File: config.mk
export PLATFORM = sky130hd
export DESIGN_NAME = reciprocal_frequency_counter
export DESIGN_NICKNAME = d
export VERILOG_FILES = /design/src/rtl/core/rfc_pkg.sv /design/src/rtl/core/rfc_div.sv /design/src/rtl/core/rfc_meas.sv /design/src/rtl/core/reciprocal_frequency_counter.sv
export SDC_FILE = /design/constraint.sdc
export NUM_CORES = 1
export LEC_CHECK = 0
export ABC_AREA = 1
export BUFFER_PORTS_ARGS = -buffer_cell sky130_fd_sc_hd__buf_2
export CAP_MARGIN = 20
export CORE_MARGIN = 4
export CORE_UTILIZATION = 40
export CTS_CLUSTER_DIAMETER = 30
export DETAILED_ROUTE_END_ITERATION = 8
export PLACE_DENSITY = 0.59
export SYNTH_ARGS = -nofsm -noshare
export SYNTH_HDL_FRONTEND = slang
export SYNTH_SLANG_ARGS = --single-unit
File: constraint.sdc
create_clock -name clock -period 6.88 [get_ports clock]
set_clock_uncertainty 0.05 [all_clocks]
set_input_delay 0.344 -clock clock [delete_from_list [all_inputs] [get_ports clock]]
set_output_delay 0.344 -clock clock [all_outputs]
set_load 0.02 [all_outputs]
File: src/rtl/core/rfc_pkg.sv
// Shared types and constants for the reciprocal frequency counter.
package rfc_pkg;

   localparam int PULSE_W   = 17;
   localparam int LIMIT_W   = 16;
   localparam int TIMEOUT_W = 16;
   localparam int CLOCK_W   = 32;
   localparam int OUT_W     = 32;
   localparam int CSR_ADDR_W = 2;

   localparam logic [CSR_ADDR_W-1:0] CSR_PULSE_LIMIT  = 2'd0;
   localparam logic [CSR_ADDR_W-1:0] CSR_TIMEOUT_MS   = 2'd1;
   localparam logic [CSR_ADDR_W-1:0] CSR_REF_CLOCK_HZ = 2'd2;

   localparam logic [LIMIT_W-1:0]   PULSE_LIMIT_RST  = 16'd1000;
   localparam logic [TIMEOUT_W-1:0] TIMEOUT_MS_RST   = 16'd100;
   localparam logic [CLOCK_W-1:0]   REF_CLOCK_HZ_RST = 32'd24000000;

   // One request, start_req in bit 0.
   typedef struct packed {
      logic ms_tick;
      logic edge_req;
      logic ref_tick;
      logic start_req;
   } req_item_type;

   // Measurement events raised by an accepted request.
   typedef struct packed {
      logic done;
      logic timeout;
   } meas_ev_type;

endpackage

File: src/rtl/core/rfc_div.sv
// Restoring divider, one quotient bit per cycle.
module rfc_div #(
   parameter int DIVIDEND_W = 32,
   parameter int DIVISOR_W  = 32
) (
   input  logic                  clock,
   input  logic                  reset,
   input  logic                  start,
   input  logic [DIVIDEND_W-1:0] dividend,
   input  logic [DIVISOR_W-1:0]  divisor,
   output logic                  done,
   output logic [DIVIDEND_W-1:0] quotient
);

   localparam int CNT_W = $clog2(DIVIDEND_W);

   logic [DIVIDEND_W-1:0] q_ff, q_in;
   logic [DIVISOR_W-1:0]  rem_ff, rem_in;
   logic [DIVISOR_W-1:0]  dvs_ff;
   logic [CNT_W-1:0]      cnt_ff;
   logic                  busy_ff;
   logic                  done_ff;
   logic [DIVISOR_W:0]    trial;
   logic [DIVISOR_W:0]    diff;

   // A zero divisor lets every trial succeed, so the quotient is all ones.
   always_comb begin
      trial = {rem_ff, q_ff[DIVIDEND_W-1]};
      diff  = trial - {1'b0, dvs_ff};
      if (trial >= {1'b0, dvs_ff}) begin
         rem_in = diff[DIVISOR_W-1:0];
         q_in   = {q_ff[DIVIDEND_W-2:0], 1'b1};
      end else begin
         rem_in = trial[DIVISOR_W-1:0];
         q_in   = {q_ff[DIVIDEND_W-2:0], 1'b0};
      end
   end

   always_ff @(posedge clock) begin
      if (reset) begin
         busy_ff <= 1'b0;
         done_ff <= 1'b0;
         cnt_ff  <= '0;
      end else begin
         done_ff <= 1'b0;
         if (start) begin
            busy_ff <= 1'b1;
            cnt_ff  <= CNT_W'(DIVIDEND_W - 1);
         end else if (busy_ff) begin
            cnt_ff <= cnt_ff - 1'b1;
            if (cnt_ff == '0) begin
               busy_ff <= 1'b0;
               done_ff <= 1'b1;
            end
         end
      end
   end

   always_ff @(posedge clock) begin
      if (start) begin
         q_ff   <= dividend;
         rem_ff <= '0;
         dvs_ff <= divisor;
      end else if (busy_ff) begin
         q_ff   <= q_in;
         rem_ff <= rem_in;
      end
   end

   assign done     = done_ff;
   assign quotient = q_ff;

endmodule

File: src/rtl/core/rfc_meas.sv
// Measurement front end: arming, period and pulse counters, timeout.
module rfc_meas import rfc_pkg::*; #(
   parameter int PERIOD_BITS = 32
) (
   input  logic                   clock,
   input  logic                   reset,
   input  logic                   item_valid,
   input  req_item_type           item,
   input  logic [LIMIT_W-1:0]     pulse_limit,
   input  logic [TIMEOUT_W-1:0]   timeout_ms,
   output meas_ev_type            ev,
   output logic [PERIOD_BITS-1:0] period
);

   typedef enum logic [1:0] {
      MODE_IDLE,
      MODE_RUN,
      MODE_DONE
   } mode_type;

   localparam logic [PERIOD_BITS-1:0] PERIOD_MAX = {PERIOD_BITS{1'b1}};
   localparam logic [PULSE_W-1:0]     PULSE_MAX  = {PULSE_W{1'b1}};

   mode_type               mode_ff, mode_in;
   logic [PERIOD_BITS-1:0] period_ff, period_in;
   logic [PULSE_W-1:0]     pulse_ff, pulse_in;
   logic [TIMEOUT_W-1:0]   left_ff, left_in;
   logic                   run;
   logic                   done_ev;
   logic                   tmo_ev;

   // Order within a request: start, reference tick, edge, millisecond tick.
   always_comb begin
      run = item.start_req || (mode_ff == MODE_RUN);

      period_in = item.start_req ? '0 : period_ff;
      if (run && item.ref_tick && (period_in != PERIOD_MAX)) begin
         period_in = period_in + 1'b1;
      end

      pulse_in = item.start_req ? '0 : pulse_ff;
      done_ev  = 1'b0;
      if (run && item.edge_req) begin
         if (pulse_in != PULSE_MAX) begin
            pulse_in = pulse_in + 1'b1;
         end
         done_ev = pulse_in > {1'b0, pulse_limit};
      end

      // completion wins over a timeout in the same request
      left_in = item.start_req ? timeout_ms : left_ff;
      tmo_ev  = 1'b0;
      if (run && !done_ev && item.ms_tick) begin
         if (left_in != '0) begin
            left_in = left_in - 1'b1;
         end
         tmo_ev = (left_in == '0);
      end

      mode_in = mode_ff;
      if (item.start_req) begin
         mode_in = MODE_RUN;
      end
      if (done_ev || tmo_ev) begin
         mode_in = MODE_DONE;
      end

      ev.done    = item_valid && done_ev;
      ev.timeout = item_valid && tmo_ev;
   end

   always_ff @(posedge clock) begin
      if (reset) begin
         mode_ff   <= MODE_IDLE;
         period_ff <= '0;
         pulse_ff  <= '0;
         left_ff   <= '0;
      end else if (item_valid) begin
         mode_ff   <= mode_in;
         period_ff <= period_in;
         pulse_ff  <= pulse_in;
         left_ff   <= left_in;
      end
   end

   assign period = period_ff;

endmodule

File: src/rtl/core/reciprocal_frequency_counter.sv
// Reciprocal frequency counter top level: registers, sequencer, result register.
//
//   channel  dir  handshake            payload
//   req      in   req_tvalid/tready    req_tdata: start_req, ref_tick, edge_req, ms_tick
//   rsp      out  rsp_tvalid/tready    rsp_tdata: period_ticks, frequency_hz; rsp_tuser: timed_out
//   csr      in   csr_we               csr_addr, csr_wdata
//
// Counting: one request per cycle while no result is pending.
// Completion: a load state, then two passes (ST_DIV1, ST_DIV2) on the shared serial divider
// (DIV_W = max(PERIOD_BITS, 32)), then the result waits in rsp until taken.
// Timeout: the result is registered the cycle after the request.
// req_tready stays low from a completing or timing-out request until its result is taken.
// Synchronous reset; no clearing pass.
module reciprocal_frequency_counter import rfc_pkg::*; #(
   parameter int PERIOD_BITS = 32
) (
   input  logic                  clock,
   input  logic                  reset,
   input  logic                  req_tvalid,
   output logic                  req_tready,
   input  logic [7:0]            req_tdata,  // start_req, ref_tick, edge_req, ms_tick, 4'b0
   output logic                  rsp_tvalid,
   input  logic                  rsp_tready,
   output logic [2*OUT_W-1:0]    rsp_tdata,  // period_ticks[31:0], frequency_hz[63:32]
   output logic                  rsp_tuser,  // timed_out
   input  logic                  csr_we,
   input  logic [CSR_ADDR_W-1:0] csr_addr,
   input  logic [CLOCK_W-1:0]    csr_wdata
);

   localparam int DIV_W = (PERIOD_BITS > CLOCK_W) ? PERIOD_BITS : CLOCK_W;

   typedef enum logic [2:0] {
      ST_COUNT,
      ST_LOAD,
      ST_DIV1,
      ST_DIV2,
      ST_OUT
   } state_type;

   state_type              st_ff;
   logic [LIMIT_W-1:0]     pulse_limit_ff;
   logic [TIMEOUT_W-1:0]   timeout_ms_ff;
   logic [CLOCK_W-1:0]     ref_clock_ff;
   logic [2*OUT_W-1:0]     rsp_data_ff;
   logic                   rsp_user_ff;
   logic                   rsp_valid_ff;

   logic                   item_acc;
   req_item_type           item;
   meas_ev_type            ev;
   logic [PERIOD_BITS-1:0] period;
   logic [DIV_W-1:0]       period_x;
   logic [OUT_W-1:0]       period_sat;
   logic [LIMIT_W-1:0]     lim;
   logic                   div_go;
   logic [DIV_W-1:0]       div_dividend;
   logic [PERIOD_BITS-1:0] div_divisor;
   logic                   div_done;
   logic [DIV_W-1:0]       div_q;

   assign req_tready = (st_ff == ST_COUNT);
   assign item_acc   = req_tvalid && req_tready;
   assign item       = req_item_type'(req_tdata[3:0]);

   always_ff @(posedge clock) begin
      if (reset) begin
         pulse_limit_ff <= PULSE_LIMIT_RST;
         timeout_ms_ff  <= TIMEOUT_MS_RST;
         ref_clock_ff   <= REF_CLOCK_HZ_RST;
      end else if (csr_we) begin
         case (csr_addr)
            CSR_PULSE_LIMIT:  pulse_limit_ff <= csr_wdata[LIMIT_W-1:0];
            CSR_TIMEOUT_MS:   timeout_ms_ff  <= csr_wdata[TIMEOUT_W-1:0];
            CSR_REF_CLOCK_HZ: ref_clock_ff   <= csr_wdata;
            default: ;
         endcase
      end
   end

   rfc_meas #(
      .PERIOD_BITS(PERIOD_BITS)
   ) u_meas (
      .clock       (clock),
      .reset       (reset),
      .item_valid  (item_acc),
      .item        (item),
      .pulse_limit (pulse_limit_ff),
      .timeout_ms  (timeout_ms_ff),
      .ev          (ev),
      .period      (period)
   );

   rfc_div #(
      .DIVIDEND_W(DIV_W),
      .DIVISOR_W (PERIOD_BITS)
   ) u_div (
      .clock    (clock),
      .reset    (reset),
      .start    (div_go),
      .dividend (div_dividend),
      .divisor  (div_divisor),
      .done     (div_done),
      .quotient (div_q)
   );

   // First pass: period / limit. Second pass: clock / that quotient.
   always_comb begin
      period_x   = DIV_W'(period);
      period_sat = ((period_x >> OUT_W) != '0) ? '1 : period_x[OUT_W-1:0];
      lim        = (pulse_limit_ff == '0) ? LIMIT_W'(1) : pulse_limit_ff;
      div_go       = 1'b0;
      div_dividend = period_x;
      div_divisor  = PERIOD_BITS'(lim);
      case (st_ff)
         ST_LOAD: begin
            div_go = 1'b1;
         end
         ST_DIV1: begin
            div_go       = div_done;
            div_dividend = DIV_W'(ref_clock_ff);
            div_divisor  = div_q[PERIOD_BITS-1:0];
         end
         default: ;
      endcase
   end

   always_ff @(posedge clock) begin
      if (reset) begin
         st_ff        <= ST_COUNT;
         rsp_valid_ff <= 1'b0;
         rsp_user_ff  <= 1'b0;
         rsp_data_ff  <= '0;
      end else begin
         case (st_ff)
            ST_COUNT: begin
               if (ev.done) begin
                  st_ff <= ST_LOAD;
               end else if (ev.timeout) begin
                  rsp_data_ff  <= '0;
                  rsp_user_ff  <= 1'b1;
                  rsp_valid_ff <= 1'b1;
                  st_ff        <= ST_OUT;
               end
            end
            ST_LOAD: begin
               st_ff <= ST_DIV1;
            end
            ST_DIV1: begin
               if (div_done) begin
                  st_ff <= ST_DIV2;
               end
            end
            ST_DIV2: begin
               if (div_done) begin
                  rsp_data_ff  <= {div_q[OUT_W-1:0], period_sat};
                  rsp_user_ff  <= 1'b0;
                  rsp_valid_ff <= 1'b1;
                  st_ff        <= ST_OUT;
               end
            end
            ST_OUT: begin
               if (rsp_tready) begin
                  rsp_valid_ff <= 1'b0;
                  st_ff        <= ST_COUNT;
               end
            end
            default: begin
               st_ff <= ST_COUNT;
            end
         endcase
      end
   end

   assign rsp_tvalid = rsp_valid_ff;
   assign rsp_tdata  = rsp_data_ff;
   assign rsp_tuser  = rsp_user_ff;

   a_valid_in_out: assert property (@(posedge clock) disable iff (reset)
      rsp_valid_ff |-> (st_ff == ST_OUT))
      else $error("result valid outside output state");

   a_no_accept_pending: assert property (@(posedge clock) disable iff (reset)
      rsp_valid_ff |-> !req_tready)
      else $error("request accepted while result pending");

   a_timeout_zero: assert property (@(posedge clock) disable iff (reset)
      (rsp_valid_ff && rsp_user_ff) |-> (rsp_data_ff == '0))
      else $error("timeout result carries nonzero data");

   a_div_done_state: assert property (@(posedge clock) disable iff (reset)
      div_done |-> (st_ff == ST_DIV1 || st_ff == ST_DIV2))
      else $error("divider finished outside a divide state");

   a_load_follows_done: assert property (@(posedge clock) disable iff (reset)
      ev.done |=> (st_ff == ST_LOAD))
      else $error("completion did not start the divide sequence");

endmodule
**After elaboration in Yosys (flattened, before gate mapping)**

Index checks and enable logic that the tools add are counted.

- Bits in registers: 303
- Output and inout port bits: 67
- Word-level logic and storage cells: 115
- Bits of input ports: 47

- Equal/unequal tests: 15
- Multiplexer cells: 45
- Magnitude comparators: 2
- $add $sub $neg: 5
- Reductions and logical operators: 29
- Bitwise operators: 1

Operators by type and width:

| operator | count |
|---|---|
| $mux 32 | 6 |
| $mux 64 | 3 |
| $pmux 64 s2 | 1 |
| $mux 16 | 6 |
| $mux 17 | 4 |
| $ge 33x32->1 | 1 |
| $add 32x1->32 const B | 1 |
| $logic_not 16->1 | 2 |
| $ne 32x32->1 const B | 1 |
| $sub 32x32->32 | 1 |
| $add 17x1->17 const B | 1 |
| $gt 17x16->1 | 1 |
| $ne 17x17->1 const B | 1 |
| $reduce_bool 16->1 | 1 |
| $sub 16x1->16 const B | 1 |
| $mux 3 | 5 |
| $pmux 3 s5 | 1 |
| $mux 1 | 12 |
| $mux 5 | 2 |
| $logic_and 1x1->1 | 8 |
| $reduce_and 2->1 | 4 |
| $reduce_and 4->1 | 2 |
| $eq 3x2->1 const B | 2 |
| $ne 2x1->1 const B | 3 |
| other kinds (20) | 27 |

**Logic depth before layout (Yosys ltp)**

Gate-level depths: netlist of run 1.

- Word-level depth: 16
- Gate-level depth with buffers: 33
- Gate-level depth less buffers: 29

**Hierarchy**

Synthesis of run 1 repeated with hierarchy kept, for this count alone.

- Cell total of the unflattened synthesis: 2906
- Area total of the unflattened synthesis: 18908.1 um^2

Modules (own cells, without submodules):

| module | cells an instance | area an instance (um^2) | seq. area each (um^2) | times used |
|---|---|---|---|---|
| rfc_div | 998 | 6929.1 | 2702.6 | 1 |
| rfc_meas | 1010 | 6002.0 | 1341.3 | 1 |
| reciprocal_frequency_counter | 898 | 5977.0 | 2662.6 | 1 |

**Worst setup path before layout of run 1**

Ideal clock, no wire load.

- Path type: input-to-reg
- Start: input req_tdata[0]
- End: register rsp_data_ff[59], in the netlist rsp_tdata[59]
- Arrival: 4.104 ns
- Slack: 2.612 ns
- Library setup time: 0.113 ns
- Required time: 6.717 ns
- Buffers on the path: 6
- Stages: 32
- Cells stage by stage: buf_4 -> buf_4 -> buf_4 -> clkbuf_1 -> nor2_1 -> ha_1 -> nand4_1 -> nor2_1 -> nand2_1 -> nor2_1 -> nand2_1 -> nand2_1 -> inv_1 -> nand2_1 -> xor2_1 -> ha_1 -> nand2_1 -> a21oi_1 -> o21bai_1 -> nand2_1 -> a21oi_1 -> nand2_1 -> nand2_1 -> nand2_1 -> a21boi_1 -> nand3_2 -> nand2_2 -> nand2_2 -> buf_6 -> buf_6 -> o21ai_1 -> nor2_1

- Cells in the longest elaborated chain, start to end: 13
- Elaborated cells on any way between the ends: 24
- Those cells by class: add/sub: 2; order compare: 1; eq/ne: 3; mux: 8; reduce/logical: 10

RTL lines:

| item | RTL line | source |
|---|---|---|
| from (decl) | reciprocal_frequency_counter.sv:21 | `input logic [7:0] req_tdata,` |
| $mux 17 | rfc_meas.sv:41 | `pulse_in = item.start_req ? '0 : pulse_ff;` |
| $add 17x1->17 or $ne 17x17->1 (tied branches) | rfc_meas.sv:45, rfc_meas.sv:44 |  |
| $mux 17 | rfc_meas.sv:44 | `if (pulse_in != PULSE_MAX) begin` |
| $mux 17 | rfc_meas.sv:43 | `if (run && item.edge_req) begin` |
| $gt 17x16->1 | rfc_meas.sv:47 | `done_ev = pulse_in > {1'b0, pulse_limit};` |
| $mux 1 | rfc_meas.sv:43 |  |
| $logic_not 1->1 | rfc_meas.sv:53 | `if (run && !done_ev && item.ms_tick) begin` |
| $logic_and 1x1->1 (2 in series) | rfc_meas.sv:53 |  |
| $mux 1 | rfc_meas.sv:53 |  |
| $logic_and 1x1->1 | rfc_meas.sv:69 | `ev.timeout = item_valid && tmo_ev;` |
| $ne 2x1->1 (no source line) | n/a |  |
| $reduce_and 4->1 (no source line) * | n/a |  |
| to (signal assigned) | reciprocal_frequency_counter.sv:156 | `rsp_data_ff <= {div_q[OUT_W-1:0], period_sat};` |
| to (decl) | reciprocal_frequency_counter.sv:45 | `logic [2*OUT_W-1:0] rsp_data_ff;` |

Every way passes the cells marked *; elsewhere a longest branch is shown, timed or not. The select of a mux whose other input is x is not followed.
A chain may end at the register's enable or synchronous reset.

**Worst setup path in the final report of run 1**

- Start: register u_meas.pulse_ff[0]
- End: register rsp_data_ff[28], in the netlist rsp_tdata[28]

- Cells in the longest elaborated chain, start to end: 13
- Elaborated cells on any way between the ends: 16
- Those cells by class: add/sub: 1; order compare: 1; eq/ne: 3; mux: 5; reduce/logical: 6

RTL lines:

| item | RTL line | source |
|---|---|---|
| from (decl) | rfc_meas.sv:26 | `logic [PULSE_W-1:0] pulse_ff, pulse_in;` |
| from (signal assigned) | rfc_meas.sv:81 | `pulse_ff <= pulse_in;` |
| $mux 17 * | rfc_meas.sv:41 |  |
| $add 17x1->17 or $ne 17x17->1 (tied branches) | rfc_meas.sv:45, rfc_meas.sv:44 |  |
| $mux 17 * | rfc_meas.sv:44 |  |
| $mux 17 * | rfc_meas.sv:43 |  |
| $gt 17x16->1 * | rfc_meas.sv:47 |  |
| $mux 1 * | rfc_meas.sv:43 |  |
| $logic_not 1->1 | rfc_meas.sv:53 |  |
| $logic_and 1x1->1 (2 in series) | rfc_meas.sv:53 |  |
| $mux 1 | rfc_meas.sv:53 |  |
| $logic_and 1x1->1 | rfc_meas.sv:69 |  |
| $ne 2x1->1 (no source line) | n/a |  |
| $reduce_and 4->1 (no source line) * | n/a |  |

Marked as above.

==> flow_metrics.tcl, run 1 <==
set metrics [dict create \
    ys_seq_area_frac 0.403 \
    cp_slowest_stage_delay_ns 0.65 \
    syn_nets 2510 \
    crit_path_frequent_cell "nand2_1" \
    drtPass1Iterations 6 \
    synth_top_area_share 0.288 \
    slew_violations 0 \
    final-setup-viol-count 0 \
    synth_edf_count 64 \
    pre_cts_slack_ns 1.56 \
    clock_sinks 303 \
    postPlaceCellArea_um2 17500 \
    drt_iter0_markers 1296 \
    power_density_nw_per_um2 299 \
    final_util 0.500 \
    gp_congestion 0.937 \
    hold_path.class "in -> reg" \
    portBuffers 109 \
    die_h_um 212 \
    antenna_cells 0 \
    antenna_found_initial 0 \
    critPathRequiredTime_ns 7.36 \
    die-area_um2 44900 \
    drive_gt1_frac 0.116 \
    critPathBufInv 3 \
    critPathSlowestCell "inv_2" \
    maxCapViolations 0 \
    io_pins 114 \
    drt_wl_total_um 50900 \
    grt_pass1_wl_um 81600 \
    syn2layout_area_growth_pct 23.0 \
    start_kind "register" \
    grt_pass1_vias 15500 \
    drc 0 \
    crit_family "simple AND/OR/NAND/NOR gates" \
    leakagePower_nw 8.95 \
    synth_flop_cell "dfxtp_1" \
    route.detailed.wl_per_inst_um 16.3 \
    tritoncts "yes" \
    worstPathArrival_ns 5.33 \
    max_freq_mhz 206 \
    synthCells 2409 \
    postCtsHoldBufs 20 \
    initial_core_util 0.406 \
    synthDistinctLibCells 48 \
    cts_htree_levels 3 \
    ys_seq_elements 303 \
    worst_slack_ns 2.03 \
    vias 16100 \
    cts_buffer_depth 3 \
    ctsRootBufferMaster "clkbuf_16" \
    period_share 0.705 \
    synth_area_leader_cell "dfxtp_1" \
    worstSetupPathType "reg -> reg" \
    yosysWarnings 0 \
    hpwl_um 36100 \
    worstSetupEndpointType "register" \
    grt_overflow 0 \
    die_w_um 212 \
    critPathMaxFanout 41 \
    clk_pin_slew_ns 0.05 \
    async_flop_share 0 \
    clock_latency_ns 0.61 \
    rsz0062_at_grt "no" \
    via_per_inst 5.14 \
    tightestPinTransition_ns 1.05 \
    final.setup.tns_ns 0 \
    grt_use_total 0.224 \
    nets 2628 \
    ctsResizeCount 0 \
    relSlewSlack 0.299 \
    status "complete, no violations" \
    rows 74 \
    cts_buffers 79 \
    drtAntennaViolNets 0 \
    ir_drop_mv 0.195 \
    core_um2 40900 \
    period_minus_slack_ns 4.85 \
    hold_violations 0 \
    fin_area_um2 20400 \
    grt_max_degree 101 \
    synthTopCellsByArea "dfxtp_1 29%, nand2_1 13%, edfxtp_1 12%, nor2_1 7.9%, o21ai_0 6.4%" \
    syn_area_per_cell_um2 6.90 \
    synth_area_um2 16600 \
    cts_setup_buffers 0 \
]
==> cell type report <==
cell class	instances	area, um2
Inverter	283	1060
Fill cell	4142	20500
Tap cell	532	666
Clock inverter	45	523
Sequential cell	303	6710
Multi-Input combinational cell	1712	8360
Clock buffer	101	2210
Timing Repair Buffer	148	908
==> Yosys cell counts, drive strengths merged (25+ instances only) <==
library cell / n
nand3: 96
edfxtp: 64
nor2: 360
nand4: 25
o21ai: 221
o211ai: 55
clkbuf: 83
nand2: 582
inv: 278
ha: 53
buf: 28
a21oi: 168
nor3: 41
dfxtp: 239
==> per-layer routing <==
layer	routed length [um]	up-vias	GRT usage
met5	0	-	0
met4	1560	0	0.0857
li1	-	8092	-
met2	23700	407	0.368
met1	23000	7458	0.297
met3	2610	96	0.0384
==> cells by family after synthesis <==
family / after synthesis / share of synthesized area
xor gates and xnor gates: 48 / 0.0253
AOI/OAI and AO/OA: 478 / 0.157
DFF: 303 / 0.403
adders and majority gates: 54 / 0.0411
and+or+nand+nor: 1132 / 0.278
buffers and inverters: 394 / 0.0948
==> worst paths after layout <==
path                                                      start                             to  slack (ns)  cells after the start
worst max-delay path            u_meas.pulse_ff[0]$_SDFFE_PP0P_     rsp_tdata[28]$_SDFFE_PP0P_        2.03                     27
worst min-delay path                              csr_wdata[11]  ref_clock_ff[11]$_SDFFE_PP0P_        0.02                      3
worst max register to register  u_meas.pulse_ff[0]$_SDFFE_PP0P_     rsp_tdata[28]$_SDFFE_PP0P_        2.03                     27
worst min register to register    ref_clock_ff[10]$_SDFFE_PP1P_  ref_clock_ff[10]$_SDFFE_PP1P_        0.40                      2
==> flip-flops by register name, summed over array words and instances (netlist names), 2 cells and up <==
register	count
u_meas.pulse_ff	17
u_div.rem_ff	32
u_div.quotient	32
u_div.cnt_ff	5
u_div.dvs_ff	32
rsp_tdata	64
u_meas.left_ff	16
pulse_limit_ff	16
u_meas.period	32
ref_clock_ff	32
u_meas.mode_ff	2
timeout_ms_ff	16
st_ff	3
==> tightest hold or removal path, stage by stage <==
cell and delay, ns:
buf_2 0.15, nor2_1 0.06, nor2_1 0.08
==> report_power, final <==
group	switching, mW	internal, mW	total (mW)
combinational	0.316	0.161	0.477
clock	1.16	2.57	3.73
sequential	0.0308	1.87	1.90
==> layout by cell type, fill, tap and decap left out, types with 12 or more instances in the layout <==
cell / synthesis / final
nand2_1: 575 / 574
nor2_1: 350 / 347
inv_1: 274 / 271
dfxtp_1: 239 / 239
o21ai_0: 212 / 212
a21oi_1: 167 / 167
buf_2: 4 / 109
nand3_1: 94 / 94
clkbuf_16: 0 / 82
edfxtp_1: 64 / 64
o211ai_1: 55 / 55
ha_1: 53 / 53
nor3_1: 41 / 41
nand4_1: 25 / 25
xor2_1: 24 / 24
xnor2_1: 24 / 24
dlygate4sd3_1: 0 / 20
buf_4: 10 / 18
clkinv_2: 1 / 13
nor4_1: 12 / 12
==> stage by stage <==
step	hold WS [ns]	power [mW]	std cells
final	0.0233	6.10	3124
after CTS	0.00362	6.16	3124
after floorplan	0.375	2.27	2409
after global placement	0.389	2.38	2956
after detailed placement	0.395	2.39	2958
after global routing	0.0257	6.32	3124
(Power assumes the default switching activity.)
==> inputs of run 2 (changes only) <==
clock period = 4.85 ns   (was 6.88 ns; I/O delays follow)
==> flow_metrics.tcl, run 2 (synthesis results as in run 1) <==
set metrics [dict create \
    cp_slowest_stage_delay_ns 0.32 \
    portBuffers 109 \
    final_common_cell "nand2_1" \
    start_kind "register" \
    drc 0 \
    p_switching_mw 2.13 \
    drt_iter0_markers 1222 \
    cts_setup_buffers 0 \
    gp_congestion 0.916 \
    cts_buffer_depth 3 \
    nets 2658 \
    power_frac_comb 0.079 \
    largest_reg_flops 64 \
    status "complete, no violations" \
    cts_htree_levels 3 \
    worstSetupPathType "reg -> reg" \
    rows 74 \
    power_density_nw_per_um2 425 \
    route.detailed.wl_per_inst_um 16.3 \
    drt_wl_total_um 51400 \
    clock_sinks 303 \
    die_w_um 212 \
    seqPwrFrac 0.305 \
    critPathMaxFanout 20 \
    tritoncts "yes" \
    internal_power_mw 6.72 \
    crit_path_frequent_cell "nand2_1" \
    grt_use_total 0.226 \
    final_cell_mix "573 x nand2_1, 347 x nor2_1, 271 x inv_1" \
    die_h_um 212 \
    grt_pass1_wl_um 81900 \
    critPathSlowestCell "dfxtp_1" \
    clock_power_share 0.617 \
    final-setup-viol-count 0 \
    final.setup.tns_ns 0 \
    power.share.switching 0.241 \
    drtPass1Iterations 5 \
    syn2layout_area_growth_pct 25.3 \
    maxCapViolations 0 \
    vias 16200 \
    tightestPinTransition_ns 1.09 \
    ctsRootBufferMaster "clkbuf_16" \
    relSlewSlack 0.274 \
    core_um2 40900 \
    grt_pass1_vias 15500 \
    worstPathArrival_ns 4.80 \
    io_pins 114 \
    worstSetupEndpointType "register" \
    drtAntennaViolNets 0 \
    slew_violations 0 \
    drive_gt1_frac 0.120 \
    clock_latency_ns 0.60 \
    period_share 0.892 \
    hpwl_um 36300 \
    total_power_mw 8.86 \
    ir_drop_mv 0.253 \
    via_per_inst 5.13 \
    grt_overflow 0 \
    hold_path.class "in -> reg" \
    hold_violations 0 \
    leakagePower_nw 9.14 \
    antenna_cells 0 \
    antenna_found_initial 0 \
    critPathRequiredTime_ns 5.32 \
    die-area_um2 44900 \
    initial_core_util 0.406 \
    cts_buffers 80 \
    period_minus_slack_ns 4.33 \
    rsz0062_at_grt "no" \
    grt_max_degree 81 \
    max_freq_mhz 231 \
    fillCellCount 4044 \
    clk_pin_slew_ns 0.04 \
]
-- run 2: worst paths after layout --
path,endpoint,slack (ns),cells after the start,start
hold / removal,timeout_ms_ff[2]$_SDFFE_PP1P_,0.08,4,csr_we
hold reg to reg,ref_clock_ff[18]$_SDFFE_PP1P_,0.40,2,ref_clock_ff[18]$_SDFFE_PP1P_
setup / recovery,rsp_tdata[56]$_SDFFE_PP0P_,0.52,28,u_meas.pulse_ff[0]$_SDFFE_PP0P_
setup reg to reg,rsp_tdata[56]$_SDFFE_PP0P_,0.52,28,u_meas.pulse_ff[0]$_SDFFE_PP0P_
-- run 2: critical path: cells and delay by family, from the launching register on --
family,cells,cell delay [ns]
AO/OA/AOI/OAI,3,0.40
XOR/XNOR,1,0.23
adder cells (fa/ha/maj),2,0.52
buffers and inverters,4,0.46
flip-flops,1,0.32
AND/OR/NAND/NOR,18,2.24
-- run 2: layout make-up --
type / count / area [um2] / area share
Inverter: 283 / 1060 / 0.0511
Sequential cell: 303 / 6710 / 0.322
Clock buffer: 106 / 2290 / 0.110
Multi-Input combinational cell: 1712 / 8370 / 0.402
Tap cell: 532 / 666 / 0.0320
Timing Repair Buffer: 177 / 1200 / 0.0576
Clock inverter: 41 / 529 / 0.0254
-- run 2: metrics by stage --
| step | instance area [um2] | std cells | hold slack, ns | setup slack (ns) | utilization |
|---|---|---|---|---|---|
| global route | 20800 | 3154 | 0.103 | 0.0123 | 0.509 |
| finish | 20800 | 3154 | 0.0755 | 0.523 | 0.509 |
| floorplan | 16600 | 2409 | 0.319 | 0.684 | - |
| detailed placement | 17600 | 2970 | 0.395 | 0.192 | 0.430 |
| CTS | 20700 | 3152 | 0.0405 | 0.222 | 0.507 |
| global placement | 17600 | 2970 | 0.389 | 0.327 | 0.430 |
-- run 2: timing repair --
action | CTS | global route
resized for setup | 0 | 4
endpoints found under the hold margin | 66 | 0
hold buffers | 35 | 0
endpoints found under the setup margin | 0 | 66
-- run 2: per-layer routing --
layer | track usage | up-vias | wire length (um)
met4 | 0.0908 | 0 | 1670
met3 | 0.0370 | 119 | 3020
li1 | - | 8166 | -
met1 | 0.313 | 7445 | 23800
met2 | 0.353 | 447 | 23000
met5 | 0 | - | 0
-- run 2: power by group through the flow --
stage	registers [mW]	logic, mW	clock network [mW]
after floorplan	2.73	0.489	0
after global placement	2.74	0.656	0
after detailed placement	2.74	0.662	0
after CTS	2.70	0.688	5.56
after global routing	2.70	0.786	5.71
final	2.70	0.696	5.46
